===== src/rtl/core/idiv_pkg.sv =====
// Shared constants and control types for the signed/unsigned integer divider.
package idiv_pkg;

    // Port widths of the item fields
    localparam int FIELD_WIDTH = 32;
    localparam int MODE_WIDTH  = 2;
    // Widest supported datapath and its default
    localparam int MAX_WIDTH   = 64;
    localparam int DEF_DATA_WIDTH = 32;

    // Mode bit positions
    localparam int MODE_REM_BIT    = 0;
    localparam int MODE_SIGNED_BIT = 1;

    // Control from the sequencer to the shift-subtract unit
    typedef struct packed {
        logic start;
    } core_ctrl_t;

    // Status from the shift-subtract unit
    typedef struct packed {
        logic busy;
        logic done;
    } core_stat_t;

endpackage


===== src/rtl/core/idiv_core.sv =====
// Radix-2 restoring shift-subtract unit: one quotient bit per cycle.
module idiv_core #(
    parameter int DATA_WIDTH = idiv_pkg::DEF_DATA_WIDTH
) (
    input  logic                   clk,
    input  logic                   rst_n,
    input  idiv_pkg::core_ctrl_t   ctrl,
    input  logic [DATA_WIDTH-1:0]  op_a,
    input  logic [DATA_WIDTH-1:0]  op_b,
    output idiv_pkg::core_stat_t   stat,
    output logic [DATA_WIDTH-1:0]  quo,
    output logic [DATA_WIDTH-1:0]  rem
);

    localparam int CNT_WIDTH = $clog2(DATA_WIDTH + 1);

    logic                  busy_reg, busy_next;
    logic [CNT_WIDTH-1:0]  cnt_reg, cnt_next;
    logic [DATA_WIDTH-1:0] rem_reg, rem_next;
    logic [DATA_WIDTH-1:0] quo_reg, quo_next;
    logic [DATA_WIDTH-1:0] dvs_reg, dvs_next;
    logic [DATA_WIDTH:0]   shifted;
    logic [DATA_WIDTH:0]   trial;
    logic                  last;

    // One trial subtraction of the divisor from the shifted partial remainder
    assign shifted = {rem_reg, quo_reg[DATA_WIDTH-1]};
    assign trial   = shifted - {1'b0, dvs_reg};
    assign last    = busy_reg && (cnt_reg == CNT_WIDTH'(1));

    always_comb
    begin
        busy_next = busy_reg;
        cnt_next  = cnt_reg;
        rem_next  = rem_reg;
        quo_next  = quo_reg;
        dvs_next  = dvs_reg;
        if (ctrl.start)
        begin
            busy_next = 1'b1;
            cnt_next  = CNT_WIDTH'(DATA_WIDTH);
            rem_next  = '0;
            quo_next  = op_a;
            dvs_next  = op_b;
        end
        else if (busy_reg)
        begin
            // no borrow: keep the difference and shift in a one
            if (!trial[DATA_WIDTH])
            begin
                rem_next = trial[DATA_WIDTH-1:0];
                quo_next = {quo_reg[DATA_WIDTH-2:0], 1'b1};
            end
            else
            begin
                rem_next = shifted[DATA_WIDTH-1:0];
                quo_next = {quo_reg[DATA_WIDTH-2:0], 1'b0};
            end
            cnt_next = cnt_reg - CNT_WIDTH'(1);
            if (last)
            begin
                busy_next = 1'b0;
            end
        end
    end

    // Control state
    always_ff @(posedge clk or negedge rst_n)
    begin
        if (!rst_n)
        begin
            busy_reg <= 1'b0;
            cnt_reg  <= '0;
        end
        else
        begin
            busy_reg <= busy_next;
            cnt_reg  <= cnt_next;
        end
    end

    // Datapath
    always_ff @(posedge clk)
    begin
        rem_reg <= rem_next;
        quo_reg <= quo_next;
        dvs_reg <= dvs_next;
    end

    assign stat.busy = busy_reg;
    assign stat.done = last;
    assign quo = quo_next;
    assign rem = rem_next;

endmodule


===== src/rtl/core/integer_divider_signed_unsigned.sv =====
// After an item is accepted, the sequencer steps through ST_RUN and ST_FIX before the
// registered result is posted. The restoring loop retires one quotient bit per cycle
// in the shared shift-subtract unit; ST_FIX does the sign fix-up and waits for a free
// output slot, and the next item is taken only once the sequencer is back in idle.
// in_ready is high only while the sequencer is idle; a held result does not block it.
// Reset (rst_n, async, active low) returns the sequencer to idle with no result pending.
module integer_divider_signed_unsigned #(
    parameter int DATA_WIDTH = idiv_pkg::DEF_DATA_WIDTH
) (
    input  logic                              clk,
    input  logic                              rst_n,
    input  logic                              in_valid,
    output logic                              in_ready,
    input  logic [idiv_pkg::MODE_WIDTH-1:0]   mode,
    input  logic [idiv_pkg::FIELD_WIDTH-1:0]  dividend,
    input  logic [idiv_pkg::FIELD_WIDTH-1:0]  divisor,
    output logic                              out_valid,
    input  logic                              out_ready,
    output logic [idiv_pkg::FIELD_WIDTH-1:0]  result,
    output logic                              divide_by_zero
);

    localparam int MAXW = idiv_pkg::MAX_WIDTH;

    typedef enum logic [2:0] {
        ST_IDLE = 3'b001,
        ST_RUN  = 3'b010,
        ST_FIX  = 3'b100
    } state_t;

    state_t state_reg, state_next;

    logic                  out_valid_reg, out_valid_next;
    logic [idiv_pkg::FIELD_WIDTH-1:0] result_reg, result_next;
    logic                  dz_out_reg, dz_out_next;

    logic                  want_rem_reg;
    logic                  neg_reg;
    logic                  dz_reg;
    logic [DATA_WIDTH-1:0] a_raw_reg;
    logic [DATA_WIDTH-1:0] quo_hold_reg;
    logic [DATA_WIDTH-1:0] rem_hold_reg;

    logic                  accept;
    logic [MAXW-1:0]       a_ext, b_ext;
    logic [DATA_WIDTH-1:0] a_w, b_w;
    logic                  a_neg, b_neg, is_signed, want_rem;
    logic [DATA_WIDTH-1:0] a_mag, b_mag;
    logic [DATA_WIDTH-1:0] core_quo, core_rem;
    logic [DATA_WIDTH-1:0] pick, fixed;
    logic [MAXW-1:0]       fixed_ext;
    logic                  out_free;

    idiv_pkg::core_ctrl_t  core_ctrl;
    idiv_pkg::core_stat_t  core_stat;

    assign accept   = in_valid && in_ready;
    assign in_ready = (state_reg == ST_IDLE);
    assign out_free = !out_valid_reg || out_ready;

    // Operand decode: take the low DATA_WIDTH bits and form magnitudes
    assign a_ext     = MAXW'(dividend);
    assign b_ext     = MAXW'(divisor);
    assign a_w       = a_ext[DATA_WIDTH-1:0];
    assign b_w       = b_ext[DATA_WIDTH-1:0];
    assign is_signed = mode[idiv_pkg::MODE_SIGNED_BIT];
    assign want_rem  = mode[idiv_pkg::MODE_REM_BIT];
    assign a_neg     = is_signed && a_w[DATA_WIDTH-1];
    assign b_neg     = is_signed && b_w[DATA_WIDTH-1];
    assign a_mag     = a_neg ? (DATA_WIDTH'(0) - a_w) : a_w;
    assign b_mag     = b_neg ? (DATA_WIDTH'(0) - b_w) : b_w;

    assign core_ctrl.start = accept;

    idiv_core #(
        .DATA_WIDTH (DATA_WIDTH)
    ) u_core (
        .clk   (clk),
        .rst_n (rst_n),
        .ctrl  (core_ctrl),
        .op_a  (a_mag),
        .op_b  (b_mag),
        .stat  (core_stat),
        .quo   (core_quo),
        .rem   (core_rem)
    );

    // Item attributes captured at accept, final quotient/remainder at the last step
    always_ff @(posedge clk)
    begin
        if (accept)
        begin
            want_rem_reg <= want_rem;
            neg_reg      <= want_rem ? a_neg : (a_neg != b_neg);
            dz_reg       <= (b_w == '0);
            a_raw_reg    <= a_w;
        end
        if (core_stat.done)
        begin
            quo_hold_reg <= core_quo;
            rem_hold_reg <= core_rem;
        end
    end

    // Sign fix-up and divide-by-zero override
    always_comb
    begin
        pick = want_rem_reg ? rem_hold_reg : quo_hold_reg;
        if (dz_reg)
        begin
            fixed = want_rem_reg ? a_raw_reg : '1;
        end
        else if (neg_reg)
        begin
            fixed = DATA_WIDTH'(0) - pick;
        end
        else
        begin
            fixed = pick;
        end
        fixed_ext = MAXW'(fixed);
    end

    // Sequencer and output register
    always_comb
    begin
        state_next     = state_reg;
        out_valid_next = out_valid_reg;
        result_next    = result_reg;
        dz_out_next    = dz_out_reg;
        if (out_valid_reg && out_ready)
        begin
            out_valid_next = 1'b0;
        end
        unique case (state_reg)
            ST_IDLE:
            begin
                if (accept)
                begin
                    state_next = ST_RUN;
                end
            end
            ST_RUN:
            begin
                if (core_stat.done)
                begin
                    state_next = ST_FIX;
                end
            end
            ST_FIX:
            begin
                if (out_free)
                begin
                    out_valid_next = 1'b1;
                    result_next    = fixed_ext[idiv_pkg::FIELD_WIDTH-1:0];
                    dz_out_next    = dz_reg;
                    state_next     = ST_IDLE;
                end
            end
            default:
            begin
                state_next = ST_IDLE;
            end
        endcase
    end

    always_ff @(posedge clk or negedge rst_n)
    begin
        if (!rst_n)
        begin
            state_reg     <= ST_IDLE;
            out_valid_reg <= 1'b0;
        end
        else
        begin
            state_reg     <= state_next;
            out_valid_reg <= out_valid_next;
        end
    end

    always_ff @(posedge clk)
    begin
        result_reg <= result_next;
        dz_out_reg <= dz_out_next;
    end

    assign out_valid      = out_valid_reg;
    assign result         = result_reg;
    assign divide_by_zero = dz_out_reg;

    // The unit is never busy while a new item can be taken
    assert property (@(posedge clk) disable iff (!rst_n)
        in_ready |-> !core_stat.busy)
        else $error("divider busy while sequencer idle");

    // Completion of the shift-subtract loop only while running
    assert property (@(posedge clk) disable iff (!rst_n)
        core_stat.done |-> (state_reg == ST_RUN))
        else $error("loop done outside run state");

    // An accepted item starts the loop
    assert property (@(posedge clk) disable iff (!rst_n)
        accept |=> (core_stat.busy && state_reg == ST_RUN))
        else $error("accepted item did not start the loop");

    // Fix-up with a free output slot always posts a result
    assert property (@(posedge clk) disable iff (!rst_n)
        (state_reg == ST_FIX && out_free) |=> (out_valid && state_reg == ST_IDLE))
        else $error("result not posted after fix-up");

endmodule

===== config.mk =====
export PLATFORM = sky130hd
export DESIGN_NAME = integer_divider_signed_unsigned
export DESIGN_NICKNAME = d
export VERILOG_FILES = /design/src/rtl/core/idiv_pkg.sv /design/src/rtl/core/idiv_core.sv /design/src/rtl/core/integer_divider_signed_unsigned.sv
export SDC_FILE = /design/constraint.sdc
export NUM_CORES = 1
export LEC_CHECK = 0
export BUFFER_PORTS_ARGS = -buffer_cell sky130_fd_sc_hd__buf_2
export CAP_MARGIN = 40
export CORE_UTILIZATION = 30
export DETAILED_ROUTE_END_ITERATION = 6
export REMOVE_ABC_BUFFERS = 1
export SYNTH_ARGS = -nofsm -noshare
export SYNTH_HDL_FRONTEND = slang
export SYNTH_SLANG_ARGS = --single-unit
export TNS_END_PERCENT = 30

===== constraint.sdc =====
create_clock -name clk -period 7.58 [get_ports clk]
set_input_delay 1.137 -clock clk [delete_from_list [all_inputs] [get_ports clk]]
set_output_delay 1.137 -clock clk [all_outputs]
set_load 0.01 [all_outputs]

==> metrics.txt, run 1 <==
result of the run=finished clean; area of the die=between 0.04 and 0.05 mm²; nets@finish=about 1500; worst reg2reg path startpoint=want_rem_reg; worst setup path category=flip-flop to flip-flop; FF-to-FF End=result[22]; post-route cell area=roughly 0.015 mm²; Post-Route WL=between 30 and 40 mm; pwr dens=369 mW/mm²; vias in the first global route=about 9000; kind of path behind the tightest hold check=input pin to asynchronous set/reset pin; root cell of the clock tree=sky130_fd_sc_hd__clkbuf_16; sink count of the clock tree=239; Largest delay share family, worst path=compound AO/OA/AOI/OAI gates; total setup buffers inserted after CTS=0; ratio of routed vias to standard cells=4.91; routed len/inst=16.2 µm; per-instance average area after synthesis=about 10 µm²; number of CTS-inserted buffers=25; period utilisation layout=0.522; data arrival time of the worst path=about 4.2 ns; number of flops mapped to enable cells by yosys=164; Resized cells post-CTS=0; antenna violations before repair=14; setup clock skew after layout=between 0.02 and 0.025 ns; r2r worst-path depth=10; type of element launching the critical path=flip-flop; placed insts=approximately 1900; yosys warns=0; largest net degree at the start of global routing=70; filler-free cell count of the finished design=between 1500 and 2000; max-slew violation count=0; number of max-cap violations=0; Final min period=between 3 and 4 ns; commonest non-fill, non-tap cell in the layout=sky130_fd_sc_hd__edfxtp_1; maximum buffer depth of the clock tree=3; final hold slack=0.476 ns; clock edge transition at the registers on the reported setup and hold paths=roughly 0.07 ns; power after layout=~5.5 mW; area leader, netlist=sky130_fd_sc_hd__edfxtp_1; number of core rows=between 70 and 80; Least-Margin Pin Slew=~0.85 ns; CP peak stage delay=between 0.8 and 0.9 ns; synthesis-stage register bit count=239; overflow left after global routing=0; number of hold violations in the final report=0; sum of buffers and inverters on the critical path=2; headroom to the max-slew limit=0.434; Top-Level Pins=between 100 and 150; commonest register cell after synthesis=sky130_fd_sc_hd__edfxtp_1; clock tree from TritonCTS=done; most frequent cells in the layout=sky130_fd_sc_hd__edfxtp_1, sky130_fd_sc_hd__a21oi_1, sky130_fd_sc_hd__nor2_1; Crit path required time=slightly below 8 ns; fmax=between 200 and 300 MHz; CTS H-tree lvls=1; CP dominant cell by count=sky130_fd_sc_hd__a21oi_1; height of the chip=about 210 µm; insertion delay of the later-clocked pin in the worst-skew pair=0.52 ns; unrepaired setup endpoints after global routing=no; maximum ir drop on the vdd rail=roughly 0.00015 V; share of the synthesized area in the top cell type=0.385; placed inst area=0.0139 mm²; setup slack, reg-to-reg=3.62 ns; effective utilization at floorplan=0.304; first-pass GRT wire length=around 49 mm; sequence of cells on the critical path=buf_4 > inv_2 > nor3_1 > o21bai_1 > or2_1 > o41ai_2 > nand2_1 > a21oi_1 > xnor2_1 > a21oi_1; launching instance or port of the critical path=want_rem_reg; DRC=0; mapped cell area=roughly 0.013 mm²; setup TNS=0 ns; die extent in x=209 µm; total routing resource utilization after global routing=0.140; Gate Count Post-Synth=around 1300; Leakage Power=5.79 nW; sort of element at the end of the critical path=flip-flop; detailed-placement wirelength estimate=~23 mm; global placement routability congestion=0.895; starting DRC count in detailed routing=618; area added between synthesis and finish=15.6%; number of buffers inserted by hold repair at cts=0; proportion of layout cells with a drive suffix above 1=0.133; peak fanout along the critical path=47; total of endpoints with negative setup slack in the final report=0; share of synthesized registers carrying an async set or reset=0.0460; count of port buffers added during placement=roughly 100; share of synthesized area occupied by flip-flops and latches=0.506; count of vias placed by the detailed router=approximately 9400; Area contributors post-synth=sky130_fd_sc_hd__edfxtp_1, sky130_fd_sc_hd__dfxtp_1, sky130_fd_sc_hd__a21oi_1; slowest cell on the critical path=sky130_fd_sc_hd__edfxtp_1; remaining antenna violation count=0; iteration count of the initial detailed-routing pass=5; core box area=~0.042 mm²; number of different library cells in the post-synthesis netlist=69
-- synthesized netlist by cell type, drive strengths merged (3+ instances only) --
library cell	n
or3	8
nand3b	4
nor2	113
mux2i	61
mux2	3
buf	8
nor3	27
a21o	16
clkbuf	54
a211oi	25
o21ai	96
nand3	12
o41ai	12
a21boi	4
o31ai	12
xor2	53
o21a	4
and4	4
o32a	3
nand4	5
nor2b	5
o211ai	5
xnor2	70
o21bai	5
a31o	4
a31oi	11
nand2	107
edfxtp	164
dfrtp	10
and3	7
inv	49
or4	8
nand2b	18
nor4	15
and2	6
ha	37
dfxtp	64
nor3b	7
a21oi	123
o211a	3
-- cell type report --
| type | instances | area [µm²] |
|---|---|---|
| multi-input combinational | 911 | 5900 |
| antenna | 4 | 10.0 |
| tap | 539 | 674 |
| inverter | 51 | 194 |
| sequential | 239 | 6480 |
| clock inverter | 8 | 62.6 |
| fill | 4226 | 27200 |
| clock buffer | 37 | 848 |
| timing repair buffer | 116 | 623 |
-- kinds of logic (layout without fill, tap and decap cells) --
group / after synthesis / count (layout) / synth area share
other: 0 / 4 / 0
buffers and inverters: 113 / 212 / 0.0342
AND/OR/NAND/NOR: 349 / 349 / 0.128
XOR/XNOR: 123 / 123 / 0.0842
flip-flops: 239 / 239 / 0.506
multiplexers: 64 / 64 / 0.0503
AO/OA/AOI/OAI: 337 / 337 / 0.160
adder cells (fa/ha/maj): 38 / 38 / 0.0377
-- power breakdown --
group | total (mW) | internal (mW) | switching (mW)
clock | 1.30 | 0.783 | 0.518
sequential | 2.06 | 1.84 | 0.212
combinational | 2.10 | 0.825 | 1.28
-- worst reg2reg max path: stages (launching register included) --
cell and delay, ns:
sky130_fd_sc_hd__edfxtp_1 0.87, sky130_fd_sc_hd__buf_4 0.59, sky130_fd_sc_hd__inv_2 0.18, sky130_fd_sc_hd__nor3_1 0.22
sky130_fd_sc_hd__o21bai_1 0.11, sky130_fd_sc_hd__or2_1 0.27, sky130_fd_sc_hd__o41ai_2 0.79, sky130_fd_sc_hd__nand2_1 0.20
sky130_fd_sc_hd__a21oi_1 0.21, sky130_fd_sc_hd__xnor2_1 0.16, sky130_fd_sc_hd__a21oi_1 0.10
-- worst max path at each step --
| stage | endpoint | cells after the start |
|---|---|---|
| 5_1_grt | result[31] | 9 |
| 6_report | result[22] | 10 |
| 3_3_place_gp | quo_hold_reg[27] | 9 |
| 3_5_place_dp | quo_hold_reg[27] | 9 |
| 2_1_floorplan | quo_hold_reg[0] | 2 |
| 4_1_cts | result[22] | 10 |
-- metrics by stage --
stage,util,setup slack (ns)
global route,0.352,3.43
floorplan,-,1.14
finish,0.352,3.62
CTS,0.352,3.66
detailed placement,0.330,3.28
global placement,0.330,3.30
-- routing by layer --
layer / GRT usage / vias up / share of wire
li1: - / 4758 / -
met1: 0.191 / 4317 / 0.48
met2: 0.224 / 195 / 0.45
met3: 0.0317 / 64 / 0.054
met4: 0.0358 / 18 / 0.021
met5: 0 / - / 0.0034
Note: power is estimated with default switching activity, not from simulation.
==> run 2: changes to the inputs <==
- clock period: 7.58 -> 4.1 ns (I/O delays scaled with it)
==> run 2 against run 1 <==
Effect of this change:
- sequential power up 83%
- fmax up 12%
- clock power up 78%
- count of clock-buffer cells in the layout down 9
- non-clock buffer count up 9
- critical path type unchanged
- critical endpoint is now result[31]
==> metrics.txt, run 2 (same netlist as run 1, synthesis figures left out) <==
result of the run=finished clean; vias in the first global route=9145; FF/Latch Area=approximately 0.0065 mm²; core box area=0.0420 mm²; maximum ir drop on the vdd rail=between 0.0003 and 0.0004 V; clock edge transition at the registers on the reported setup and hold paths=around 0.070 ns; max-slew violation count=0; worst setup path endpoint=result[31]; starting DRC count in detailed routing=roughly 710; Post-Route WL=slightly above 30 mm; met2 capacity usage during global routing=0.224; final hold slack=between 0.3 and 0.4 ns; Leakage Power=roughly 5.8 nW; number of core rows=75; FF-to-FF End=result[31]; proportion of layout cells with a drive suffix above 1=0.138; post-route cell area=approximately 0.015 mm²; nets@finish=1461; CP peak stage delay=0.68 ns; antenna violations before repair=8; period utilisation layout=0.863; remaining antenna violation count=0; routed len/inst=around 16 µm; post-route core utilization=0.353; number of max-cap violations=0; cell depth of the worst setup path=10; met1 capacity usage during global routing=0.192; Crit path required time=about 4.3 ns; launching instance or port of the critical path=want_rem_reg; filler-free cell count of the finished design=1913; ratio of routed vias to standard cells=about 4.9; sum of buffers and inverters on the critical path=1; most frequent cells in the layout=sky130_fd_sc_hd__edfxtp_1, sky130_fd_sc_hd__a21oi_1, sky130_fd_sc_hd__nor2_1; kind of path behind the tightest hold check=input pin to flip-flop; GR met3 Demand/Resource=0.0270; Top-Level Pins=~110; Final min period=3.54 ns; iteration count of the initial detailed-routing pass=5; power after layout=10.1 mW; data arrival time of the worst path=3.78 ns; number of fill cells=around 4200; maximum buffer depth of the clock tree=3; pwr dens=a little under 700 mW/mm²; Least-Margin Pin Slew=0.839 ns; total routing resource utilization after global routing=0.140; sort of element at the end of the critical path=flip-flop; r2r worst-path depth=10; unrepaired setup endpoints after global routing=no; global placement routability congestion=~0.88; worst reg2reg path startpoint=want_rem_reg; first-pass GRT wire length=slightly below 50 mm; detailed-placement wirelength estimate=approximately 23 mm; setup slack, reg-to-reg=0.56 ns; clock tree from TritonCTS=done; footprint of the multi-input gates=between 0.005 and 0.006 mm²; slowest cell on the critical path=sky130_fd_sc_hd__edfxtp_1; type of element launching the critical path=flip-flop; total of endpoints with negative setup slack in the final report=0; largest net degree at the start of global routing=between 60 and 70; count of port buffers added during placement=between 100 and 150; DRC=0; sink count of the clock tree=~240; area added between synthesis and finish=16.0%; commonest non-fill, non-tap cell in the layout=sky130_fd_sc_hd__edfxtp_1; worst setup path category=flip-flop to flip-flop; height of the chip=~210 µm; placed inst area=approximately 0.014 mm²; fmax=about 280 MHz; number of hold violations in the final report=0; setup TNS=0 ns; die extent in x=about 210 µm; Largest delay share family, worst path=simple AND/OR/NAND/NOR gates; busiest layer in global routing=met2; Post-Place Worst Slack=~0.4 ns; overflow left after global routing=0; final worst-path setup slack=0.563 ns; Resized cells post-CTS=0; headroom to the max-slew limit=0.440; count of vias placed by the detailed router=around 9400; peak fanout along the critical path=19; insertion delay of the later-clocked pin in the worst-skew pair=between 0.5 and 0.6 ns; CTS H-tree lvls=1; root cell of the clock tree=sky130_fd_sc_hd__clkbuf_16; placed insts=approximately 1900; area of the die=around 0.043 mm²; setup clock skew after layout=0.00860 ns; number of CTS-inserted buffers=25; total setup buffers inserted after CTS=0; effective utilization at floorplan=0.304; sequence of cells on the critical path=buf_4 > nor3_1 > o21ai_1 > or4_4 > or3_4 > nor2_2 > nand2_2 > o41ai_2 > xnor2_1 > a21oi_1; number of buffers inserted by hold repair at cts=1
-- run 2: how the worst min path moves through the flow --
stage / startpoint / endpoint / slack (ns) / cells past startpoint
6_report: dividend[14] / a_raw_reg[14] / 0.32 / 1
5_1_grt: dividend[14] / a_raw_reg[14] / 0.30 / 1
4_1_cts: dividend[14] / a_raw_reg[14] / 0.29 / 1
3_5_place_dp: rst_n / out_valid / 0.50 / 1
3_3_place_gp: rst_n / out_valid / 0.50 / 1
2_1_floorplan: rst_n / out_valid / 0.32 / 0
-- run 2: final cells by class --
| type | instances | area share |
|---|---|---|
| sequential | 239 | 0.437 |
| timing repair buffer | 125 | 0.0492 |
| clock inverter | 18 | 0.0126 |
| multi-input combinational | 911 | 0.398 |
| antenna | 2 | 0.000337 |
| tap | 539 | 0.0454 |
| inverter | 51 | 0.0131 |
| clock buffer | 28 | 0.0450 |
-- run 2: where the power goes --
part	switching, mW	total, mW	internal, mW
Clock	0.990	2.32	1.33
Sequential	0.358	3.77	3.41
Combinational	2.43	4.01	1.58
Total	3.78	10.1	6.32
-- run 2: routing by layer --
metal  vias up  wire length (µm)
met5         -                59
met4        10               628
met3        49              1470
met2       184             13600
met1      4401             14900
li1       4780                 -
